===== src/rtl/xbc_pkg.sv =====
// ----------------------------------------------------------------------------
// xbc_pkg
// Shared types and constants for the XTEA block cipher unit.
// ----------------------------------------------------------------------------
package xbc_pkg;

  localparam int WORD_W  = 32;
  localparam int CFG_IDX_W = 3;

  localparam logic [WORD_W-1:0] DELTA = 32'h9E37_79B9;

  // configuration register indexes
  localparam logic [CFG_IDX_W-1:0] REG_DIRECTION = 3'd0;
  localparam logic [CFG_IDX_W-1:0] REG_KEY0      = 3'd1;
  localparam logic [CFG_IDX_W-1:0] REG_KEY1      = 3'd2;
  localparam logic [CFG_IDX_W-1:0] REG_KEY2      = 3'd3;
  localparam logic [CFG_IDX_W-1:0] REG_KEY3      = 3'd4;

  // direction codes
  localparam logic DIR_ENCRYPT = 1'b0;
  localparam logic DIR_DECRYPT = 1'b1;

  typedef struct packed {
    logic [WORD_W-1:0] v0;
    logic [WORD_W-1:0] v1;
  } block_t;

  typedef struct packed {
    logic                   dir;
    logic [3:0][WORD_W-1:0] key;
  } cfg_t;

endpackage


===== src/rtl/xbc_cell.sv =====
// ----------------------------------------------------------------------------
// xbc_cell
// One half-round of XTEA. The sum for this position is a constant for each
// direction; the cell mixes one word into the other and hands the block on.
// ----------------------------------------------------------------------------
module xbc_cell
  import xbc_pkg::*;
#(
  parameter int ROUNDS = 32,
  parameter int STAGE  = 0
) (
  input  logic   clk,
  input  logic   rst,
  input  cfg_t   cfg,
  input  logic   in_valid,
  output logic   in_ready,
  input  block_t in_data,
  output logic   out_valid,
  input  logic   out_ready,
  output block_t out_data
);

  localparam int   N   = STAGE / 2;
  localparam logic ODD = 1'(STAGE % 2);

  localparam logic [63:0] ENC_MUL  = 64'(ODD ? N + 1 : N);
  localparam logic [63:0] DEC_MUL  = 64'(ODD ? ROUNDS - N - 1 : ROUNDS - N);
  localparam logic [63:0] ENC_PROD = ENC_MUL * 64'(DELTA);
  localparam logic [63:0] DEC_PROD = DEC_MUL * 64'(DELTA);
  localparam logic [WORD_W-1:0] ENC_SUM = ENC_PROD[WORD_W-1:0];
  localparam logic [WORD_W-1:0] DEC_SUM = DEC_PROD[WORD_W-1:0];

  // encrypt keys off sum[1:0], then sum[12:11]; decrypt uses the reverse order
  localparam logic [1:0] ENC_KSEL = ODD ? ENC_SUM[12:11] : ENC_SUM[1:0];
  localparam logic [1:0] DEC_KSEL = ODD ? DEC_SUM[1:0]   : DEC_SUM[12:11];

  logic              upd_hi;
  logic [WORD_W-1:0] src;
  logic [WORD_W-1:0] dst;
  logic [WORD_W-1:0] sum;
  logic [1:0]        ksel;
  logic [WORD_W-1:0] mix;
  logic [WORD_W-1:0] dst_new;
  block_t            data_next;

  always_comb begin
    // v1 is the target when exactly one of (second half, decrypt) holds
    upd_hi  = ODD ^ (cfg.dir == DIR_DECRYPT);
    src     = upd_hi ? in_data.v0 : in_data.v1;
    dst     = upd_hi ? in_data.v1 : in_data.v0;
    sum     = (cfg.dir == DIR_DECRYPT) ? DEC_SUM : ENC_SUM;
    ksel    = (cfg.dir == DIR_DECRYPT) ? DEC_KSEL : ENC_KSEL;
    mix     = (((src << 4) ^ (src >> 5)) + src) ^ (sum + cfg.key[ksel]);
    dst_new = (cfg.dir == DIR_DECRYPT) ? dst - mix : dst + mix;
    data_next = in_data;
    if (upd_hi) begin
      data_next.v1 = dst_new;
    end else begin
      data_next.v0 = dst_new;
    end
  end

  // take a new transaction when empty or when the neighbor drains this one
  assign in_ready = !out_valid || out_ready;

  always_ff @(posedge clk) begin
    if (rst) begin
      out_valid <= 1'b0;
    end else if (in_ready) begin
      out_valid <= in_valid;
    end
  end

  always_ff @(posedge clk) begin
    if (in_ready && in_valid) begin
      out_data <= data_next;
    end
  end

endmodule

===== config.mk =====
export PLATFORM = sky130hd
export DESIGN_NAME = xbc_cell
export DESIGN_NICKNAME = d
export VERILOG_FILES = /design/src/rtl/xbc_pkg.sv /design/src/rtl/xbc_cell.sv
export SDC_FILE = /design/constraint.sdc
export NUM_CORES = 1
export LEC_CHECK = 0
export ABC_AREA = 1
export BUFFER_PORTS_ARGS = -buffer_cell sky130_fd_sc_hd__buf_4
export CAP_MARGIN = 5
export CORE_AREA = 2 2 161 163
export CTS_BUF_LIST = sky130_fd_sc_hd__clkbuf_2 sky130_fd_sc_hd__clkbuf_4 sky130_fd_sc_hd__clkbuf_8
export CTS_CLUSTER_DIAMETER = 150
export DETAILED_ROUTE_END_ITERATION = 6
export DIE_AREA = 0 0 163 165
export GPL_ROUTABILITY_DRIVEN = 0
export PLACE_DENSITY_LB_ADDON = 0.08
export SLEW_MARGIN = 40
export SYNTH_ARGS = -nofsm -noshare
export SYNTH_HDL_FRONTEND = slang
export SYNTH_SLANG_ARGS = --single-unit

===== constraint.sdc =====
create_clock -name clk -period 7.24 [get_ports clk]
set_input_delay 1.086 -clock clk [delete_from_list [all_inputs] [get_ports clk]]
set_output_delay 1.086 -clock clk [all_outputs]
set_load 0.02 [all_outputs]

==> impl_metrics.json, run 1 <==
{
  "initial_utilization": 0.3957,
  "die_w_um": 163,
  "postLayoutSetupSlackWorst_ps": 710.4,
  "worst_pin_slew_ps": 680.3,
  "clk_pin_slew_ps": 80,
  "fin_total_pwr_w": 0.003279,
  "rows": 58,
  "synthFlopType": "edfxtp_1",
  "hold_path_class": "reg2reg",
  "grt_max_degree": 75,
  "setup_viol": 0,
  "syn_inst": 1589,
  "pre_cts_ws_ps": 432.7,
  "end_kind": "register",
  "die-area_um2": 26900,
  "synth_area_leader_cell": "nand2_1",
  "drive_above_1_share": 0.1558,
  "hold_violations": 0,
  "max_slew_margin": 0.5416,
  "cts_sinks": 65,
  "p_per_area_nw_per_um2": 273.2,
  "grt_pass1_vias": 9842,
  "synth_seq_cells": 65,
  "cts_hold_buf": 0,
  "clock-root-buffer": "clkbuf_8",
  "synth_warnings": 0,
  "critPathMostFrequentCell": "nand2_1",
  "crit_type": "in2reg",
  "h-tree-depth": 3,
  "clk_latency_ps": 340,
  "hold-path-cell-count": 2,
  "start_kind": "primary input",
  "hold_path_end": "out_valid$_SDFFE_PP0N_",
  "cp_num_buf_inv": 5,
  "multi_input_area_um2": 7154,
  "cts_tree": "done",
  "grt.total_usage": 0.2268,
  "synth_top_area_share": 0.2156,
  "ys_seq_area_frac": 0.1960,
  "dr.pass1.iters": 5,
  "portBuffers": 198,
  "ir_worst_vdd_uv": 158.2,
  "routed_wl_um": 31020,
  "grt_pass1_wl_um": 48290,
  "synthMostInstantiatedCell": "nand2_1",
  "synth_commonest_cells": "nand2_1 (569), inv_1 (169), nor2_1 (99), o21ai_0 (99), nand3_1 (97)",
  "routed_via_density": 5.111,
  "hp-start": "out_valid$_SDFFE_PP0N_",
  "top_usage_layer": "met2",
  "cp_slowest_cell": "ha_1",
  "layout-area-overhead-vs-synth_pct": 21.14,
  "arrival_ps": 6640,
  "cts_max_path_buffers": 2,
  "ctsResizeCount": 0,
  "finalCritPeriodShare": 0.9019,
  "ys_types": 51,
  "async_flop_share": 0,
  "max_freq_ghz": 0.1531,
  "nets": 2059,
  "seqCellArea_um2": 1942,
  "dr_total_vias": 10800,
  "postSynthNetCount": 1869,
  "fin_setup_tns_ps": 0,
  "r2r-start": "out_valid$_SDFFE_PP0N_",
  "p_leak_nw": 6.243,
  "drt_iter0_drc": 597,
  "avgRoutedWirePerCell_um": 14.67,
  "synth-edff-count": 64,
  "slowest_delay_ps": 410,
  "met2_usage": 0.3683,
  "synth_area_leaders": "nand2_1 (22%), edfxtp_1 (19%), ha_1 (10%)",
  "die_h_um": 165,
  "critical_path_required_ps": 7350,
  "met1_usage": 0.3229,
  "gr-usage-met3": 0.01858,
  "antenna_cells": 0,
  "syn-cell-area_um2": 9907,
  "overflow": 0,
  "r2r-end": "out_data[53]$_DFFE_PP_",
  "worstPathMaxFanout": 38,
  "dp_hpwl_um": 26520,
  "io-pin-count": 263,
  "rsz0062_at_grt": "no",
  "min_period_ps": 6530,
  "slew_viol_final": 0,
  "skew_ps": 10.67,
  "cts_setup_buffers": 0,
  "rr_worst_depth": 3,
  "ant_nets": 0,
  "antenna_found_initial": 0,
  "status": "finished, final reports clean",
  "regToRegSetupSlack_ps": 5820,
  "crit_family": "simple AND/OR/NAND/NOR gates",
  "syn_area_per_cell_um2": 6.235,
  "drc_errors": 0,
  "coreArea_um2": 25040,
  "drv_cap": 0,
  "numCtsBuffers": 9,
  "fill_cells": 2669
}
-- flip-flops by register name (all words and copies together), names as in the netlist --
signal	cells
out_data	64
out_valid	1
-- worst max path at each step --
stage              from  depth (start not counted)                      to  slack (ps)
6_report       cfg[128]                         34  out_data[63]$_DFFE_PP_         710
5_1_grt        cfg[128]                         34  out_data[63]$_DFFE_PP_         140
4_1_cts        cfg[128]                         35  out_data[63]$_DFFE_PP_         810
3_5_place_dp   cfg[128]                         35  out_data[63]$_DFFE_PP_         430
3_3_place_gp   cfg[128]                         35  out_data[63]$_DFFE_PP_         490
2_1_floorplan  cfg[128]                         40  out_data[63]$_DFFE_PP_        1070
-- cells by family after synthesis --
group           share of synthesized area
simple gates                       0.3673
compound gates                     0.1415
buf+inv                           0.08298
xor+xnor                           0.1050
fa+ha+maj                          0.1063
flops                              0.1960
mux                              0.001010
-- layer usage --
| layer | share of wire | vias up | wire length, µm |
|---|---|---|---|
| met3 | 0.052 | 43 | 1600 |
| met2 | 0.44 | 331 | 13600 |
| met5 | 0 | - | 0 |
| met1 | 0.49 | 4812 | 15180 |
| met4 | 0.021 | 0 | 641 |
| li1 | - | 5618 | - |
-- stage by stage --
| step | hold slack (ps) | area (µm²) | utilization | std cells |
|---|---|---|---|---|
| global placement | 522.2 | 11780 | 0.4706 | 2097 |
| CTS | 539.1 | 11980 | 0.4786 | 2113 |
| global route | 560.9 | 12000 | 0.4794 | 2114 |
| floorplan | 705.5 | 9907 | - | 1589 |
| finish | 531.9 | 12000 | 0.4794 | 2114 |
| detailed placement | 529.8 | 11780 | 0.4706 | 2097 |
-- where the power goes --
group | internal (W) | switching, W
clock network | 0.000171 | 0.000145
logic | 0.000879 | 0.00149
registers | 0.000566 | 0.0000272
total | 0.00162 | 0.00166
-- tightest hold or removal path, stage by stage (launching register included) --
cell and delay (ps):
dfxtp_1 350, nand2_1 90, a21oi_1 60
-- cell type report --
class	instances	area share
multi-input combinational	1315	0.5961
sequential	65	0.1618
timing repair buffer	212	0.1357
inverter	176	0.05525
tap	330	0.03440
clock buffer	11	0.01209
clock inverter	5	0.004587
-- cell usage in the layout, fill, tap and decap left out, types with 2 or more instances in the layout --
| cell | instances |
|---|---|
| o21a_1 | 3 |
| or2_2 | 4 |
| nand2_2 | 11 |
| nand3b_1 | 15 |
| clkinv_2 | 2 |
| clkbuf_8 | 10 |
| a22oi_1 | 2 |
| nor2_1 | 99 |
| inv_2 | 6 |
| edfxtp_1 | 64 |
| o21ai_0 | 99 |
| o22ai_1 | 2 |
| xnor2_1 | 43 |
| o21ai_1 | 10 |
| clkinvlp_4 | 2 |
| o31ai_1 | 4 |
| a221oi_1 | 3 |
| nor2_2 | 7 |
| buf_12 | 3 |
| ha_1 | 81 |
| inv_1 | 169 |
| a21oi_1 | 89 |
| o21bai_1 | 8 |
| nor4_1 | 2 |
| or2_1 | 4 |
| nand4_1 | 24 |
| o21bai_2 | 2 |
| o21ai_2 | 4 |
| nand2_1 | 569 |
| nor2_4 | 2 |
| buf_4 | 209 |
| nor3_1 | 18 |
| nand3_1 | 97 |
| fa_1 | 2 |
| a21o_1 | 8 |
| xor2_1 | 72 |
| nand3_2 | 6 |
| a31oi_1 | 10 |
Power figures use the tool's default switching activity.
==> inputs of run 2 (changes only) <==
Settings changed: PLACE_DENSITY from default to 0.7, PLACE_DENSITY_LB_ADDON 0.08 to default.
==> run 2 against run 1 <==
Effect of this change:
- the run now ends with DRC left
- final area fell by 0.11%
- hold slack improved by 12 ps
- clock power barely moved
- clock skew rose by 1.4 ps
- register-to-register slack improved by 30 ps
- critical path depth rose by 1
- utilization fell by 0.055 points
- first-iteration DRC count rose by 24%
- total power fell by 0.35%
- critical endpoint is now out_data[26]$_DFFE_PP_
==> impl_metrics.json, run 2 (same netlist as run 1, synthesis figures left out) <==
{
  "post-place-cells": 2095,
  "slowest_delay_ps": 330,
  "grt_pass1_wl_um": 46990,
  "grt_pass1_vias": 10130,
  "clk_latency_ps": 350,
  "gr-usage-met3": 0.01909,
  "cp_num_buf_inv": 6,
  "power.switching_w": 0.001652,
  "die-area_um2": 26900,
  "arrival_ps": 6600,
  "layout-area-overhead-vs-synth_pct": 21.00,
  "die_w_um": 163,
  "fill_cells": 2572,
  "crit_type": "in2reg",
  "antenna_cells": 0,
  "initial_utilization": 0.3957,
  "die_h_um": 165,
  "regToRegSetupSlack_ps": 5850,
  "dr_total_vias": 10920,
  "worstPathMaxFanout": 41,
  "numCtsBuffers": 9,
  "h-tree-depth": 3,
  "routed_via_density": 5.170,
  "fin_hold_ws_ps": 544.0,
  "setup_viol": 0,
  "finalCritPeriodShare": 0.8974,
  "avgRoutedWirePerCell_um": 13.91,
  "dp_hpwl_um": 24970,
  "overflow": 0,
  "crit_family": "simple AND/OR/NAND/NOR gates",
  "top_register": "out_data",
  "internal-power_w": 0.001616,
  "met1_usage": 0.3010,
  "violations": "DRC",
  "critPathMostFrequentCell": "nand2_1",
  "rsz0062_at_grt": "no",
  "clk_pin_slew_ps": 70,
  "cts_setup_buffers": 0,
  "start_kind": "primary input",
  "final_util": 0.4788,
  "r2r-start": "out_valid$_SDFFE_PP0N_",
  "hold_path_class": "reg2reg",
  "drive_above_1_share": 0.1549,
  "slew_viol_final": 0,
  "ir_worst_vdd_uv": 142.9,
  "grt.total_usage": 0.2167,
  "antenna_found_initial": 0,
  "portBuffers": 198,
  "drt_iter0_drc": 743,
  "met2_usage": 0.3604,
  "rr_worst_depth": 3,
  "switching_share": 0.5056,
  "ctsResizeCount": 0,
  "clock-root-buffer": "clkbuf_8",
  "reg_top3": "out_data x64, out_valid x1",
  "min_period_ps": 6497,
  "status": "complete, but fails checks",
  "rows": 58,
  "seqCellArea_um2": 1942,
  "critical_path_required_ps": 7340,
  "p_clk_frac": 0.097,
  "cts_hold_buf": 0,
  "top_usage_layer": "met2",
  "routed_wl_um": 29370,
  "hold_violations": 0,
  "dr.pass1.iters": 7,
  "final_cell_mix": "nand2_1 (569), buf_4 (207), inv_1 (169)",
  "multi_input_area_um2": 7154,
  "worst_pin_slew_ps": 570.5,
  "max_slew_margin": 0.6157,
  "drc_errors": 3,
  "p_leak_nw": 6.237,
  "power_frac_seq": 0.181,
  "hold_path_end": "out_valid$_SDFFE_PP0N_",
  "largest_reg_flops": 64,
  "fin_setup_tns_ps": 0,
  "fin_total_pwr_w": 0.003268,
  "r2r-end": "out_data[54]$_DFFE_PP_",
  "cp_slowest_cell": "inv_4",
  "final_cells": 2112,
  "skew_ps": 12.11,
  "io-pin-count": 263,
  "ant_nets": 0,
  "hp-start": "out_valid$_SDFFE_PP0N_",
  "nets": 2057,
  "cts_tree": "done",
  "max_freq_ghz": 0.1539,
  "cp-startpoint": "cfg[128]",
  "power.share.combinational": 0.722,
  "coreArea_um2": 25040,
  "drv_cap": 0,
  "layout_commonest_cell": "nand2_1",
  "cts_max_path_buffers": 2,
  "grt_max_degree": 78,
  "cts_sinks": 65,
  "p_per_area_nw_per_um2": 272.6,
  "end_kind": "register",
  "hold-path-cell-count": 2
}
==> run 2: cell types whose count changed in the layout (fill, tap and decap cells not counted) <==
cell,delta
clkinvlp_4,-1
buf_4,-2
clkinv_4,+1
==> run 2: final cells by class <==
cell class                      count  area share
Sequential cell                    65      0.1620
Tap cell                          330     0.03444
Clock buffer                       11     0.01211
Timing Repair Buffer              210      0.1346
Multi-Input combinational cell   1315      0.5968
Clock inverter                      5    0.004697
Inverter                          176     0.05532
==> run 2: how the worst max path moves through the flow <==
stage / endpoint / slack [ps] / cells after the start
3_3_place_gp: out_data[26]$_DFFE_PP_ / 580 / 31
5_1_grt: out_data[63]$_DFFE_PP_ / 110 / 41
2_1_floorplan: out_data[63]$_DFFE_PP_ / 1070 / 40
6_report: out_data[26]$_DFFE_PP_ / 740 / 35
3_5_place_dp: out_data[26]$_DFFE_PP_ / 500 / 31
4_1_cts: out_data[63]$_DFFE_PP_ / 850 / 37
==> run 2: per-stage QoR <==
step	setup WS [ps]	area (µm²)
floorplan	1066	9907
global placement	584.1	11770
detailed placement	504.6	11770
CTS	848.8	11970
global route	110.3	11990
finish	742.6	11990
==> run 2: power by group through the flow <==
stage               clock network (W)  registers, W  logic (W)
CTS                          0.000324      0.000593    0.00233
finish                       0.000318      0.000592    0.00236
detailed placement                  0      0.000602    0.00232
global placement                    0      0.000601    0.00228
global route                 0.000339      0.000600    0.00264
floorplan                           0      0.000728    0.00157
==> run 2: layer usage <==
layer  part of all wire  up-vias
li1                   -     5609
met1               0.47     4881
met2               0.45      388
met3              0.068       41
met4              0.018        0
met5                  0        -
==> run 2: worst reg2reg max path, delay by kind of cell, from the launching register on <==
family / cells / cell delay [ps]
AOI/OAI and AO/OA: 1 / 140
DFF: 1 / 350
buffers and inverters: 2 / 550
==> inputs of run 3 (changes only) <==
Settings changed: CELL_PAD_IN_SITES_DETAIL_PLACEMENT from default to 1, CELL_PAD_IN_SITES_GLOBAL_PLACEMENT from default to 1, CORE_AREA 2 2 161 163 to 2 2 165 167, DIE_AREA 0 0 163 165 to 0 0 167 169, PLACE_DENSITY 0.7 to 0.9.
==> run 3 against run 2 <==
Effect of this change:
- the run now ends clean
- hold slack better by 39 ps
- total power up 5.4%
- register-to-register slack worse by 60 ps
==> impl_metrics.json, run 3 (same netlist as run 1, synthesis figures left out) <==
{
  "finish.instance_area_um2": 12050,
  "numCtsBuffers": 9,
  "initial_utilization": 0.3738,
  "critical_path_required_ps": 7360,
  "internal-power_w": 0.001647,
  "grt_pass1_wl_um": 58060,
  "largest_reg_flops": 64,
  "slew_viol_final": 0,
  "ctsResizeCount": 0,
  "layout_commonest_cell": "nand2_1",
  "portBuffers": 198,
  "cts_tree": "done",
  "dr.pass1.iters": 5,
  "cp_slowest_cell": "inv_4",
  "antenna_found_initial": 0,
  "cts_max_path_buffers": 2,
  "nets": 2059,
  "antenna_cells": 0,
  "die_h_um": 169,
  "max_freq_ghz": 0.1509,
  "hold_path_class": "reg2reg",
  "grt.total_usage": 0.2514,
  "drv_cap": 0,
  "power_frac_seq": 0.173,
  "dr_total_vias": 11440,
  "coreArea_um2": 26500,
  "die-area_um2": 28220,
  "cts_hold_buf": 0,
  "routed_wl_um": 36340,
  "io-pin-count": 263,
  "setup_viol": 0,
  "clk_latency_ps": 360,
  "cts_sinks": 65,
  "fin_total_pwr_w": 0.003446,
  "fill_cells": 3603,
  "min_period_ps": 6628,
  "ant_nets": 0,
  "finalCritPeriodShare": 0.9155,
  "clk_pin_slew_ps": 90,
  "fin_hold_ws_ps": 583.4,
  "grt_max_degree": 65,
  "reg_top3": "out_data x64, out_valid x1",
  "drive_above_1_share": 0.1558,
  "slowest_delay_ps": 380,
  "fin_setup_tns_ps": 0,
  "hold_violations": 0,
  "end_kind": "register",
  "layout-area-overhead-vs-synth_pct": 21.62,
  "drc_errors": 0,
  "worstPathMaxFanout": 47,
  "p_clk_frac": 0.106,
  "ir_worst_vdd_uv": 191.1,
  "overflow": 0,
  "arrival_ps": 6750,
  "routed_via_density": 5.385,
  "max_slew_margin": 0.4886,
  "postPlaceCellArea_um2": 11820,
  "final_cell_mix": "nand2_1 (569), buf_4 (207), inv_1 (169)",
  "p_per_area_nw_per_um2": 286.0,
  "power.share.combinational": 0.721,
  "drt_iter0_drc": 646,
  "worst_pin_slew_ps": 759.0,
  "die_w_um": 167,
  "rows": 60,
  "h-tree-depth": 3,
  "clock-root-buffer": "clkbuf_8",
  "grt_pass1_vias": 11850,
  "avgRoutedWirePerCell_um": 17.10,
  "p_leak_nw": 6.257,
  "rsz0062_at_grt": "no",
  "crit_type": "in2reg",
  "top_register": "out_data",
  "switching_share": 0.5219,
  "critPathMostFrequentCell": "nand2_1",
  "skew_ps": 16.97,
  "dp_hpwl_um": 30610,
  "start_kind": "primary input",
  "power.switching_w": 0.001798,
  "status": "finished, final reports clean",
  "cts_setup_buffers": 0
}
## run 3: per-stage QoR
| stage | util | cells | setup slack [ps] |
|---|---|---|---|
| after floorplan | - | 1589 | 1066 |
| after global placement | 0.4458 | 2109 | 610.0 |
| after detailed placement | 0.4458 | 2109 | 297.4 |
| after CTS | 0.4544 | 2125 | 656.6 |
| after global routing | 0.4547 | 2125 | 51.94 |
| final | 0.4547 | 2125 | 611.8 |
## run 3: final cells by class
type,count,area [µm²],share of cell area
Multi-Input combinational cell,1315,7154,0.5938
Sequential cell,65,1942,0.1612
Timing Repair Buffer,212,1637,0.1358
Inverter,176,663.1,0.05504
Tap cell,341,426.7,0.03541
Clock buffer,9,123.9,0.01028
Clock inverter,7,102.6,0.008515
## run 3: power by group through the flow
stage,sequential (W),combinational [W],clock [W]
floorplan,0.000728,0.00157,0
global placement,0.000599,0.00230,0
detailed placement,0.000606,0.00242,0
CTS,0.000598,0.00245,0.000367
global route,0.000606,0.00272,0.000378
finish,0.000596,0.00248,0.000365
## run 3: worst max-delay path, delay by kind of cell
kind	cells	cell delay (ps)
AOI/OAI and AO/OA	3	580
adders and majority gates	2	660
buffers and inverters	6	1050
xor gates and xnor gates	1	350
and+or+nand+nor	23	3000
## run 3: layer usage
layer / track usage / up-vias / routed length (µm)
met1: 0.3136 / 5442 / 15850
met3: 0.02595 / 66 / 1795
met4: 0.07796 / 0 / 941
met2: 0.4554 / 333 / 17760
met5: 0 / - / 0
li1: - / 5602 / -
## run 3: path summary, 6_finish.rpt
kind | from | endpoint | slack, ps | cells after the start
setup / recovery | cfg[128] | out_data[63]$_DFFE_PP_ | 610 | 35
hold / removal | out_valid$_SDFFE_PP0N_ | out_valid$_SDFFE_PP0N_ | 580 | 2
setup reg to reg | out_valid$_SDFFE_PP0N_ | out_data[61]$_DFFE_PP_ | 5790 | 2
hold reg to reg | out_valid$_SDFFE_PP0N_ | out_valid$_SDFFE_PP0N_ | 580 | 2
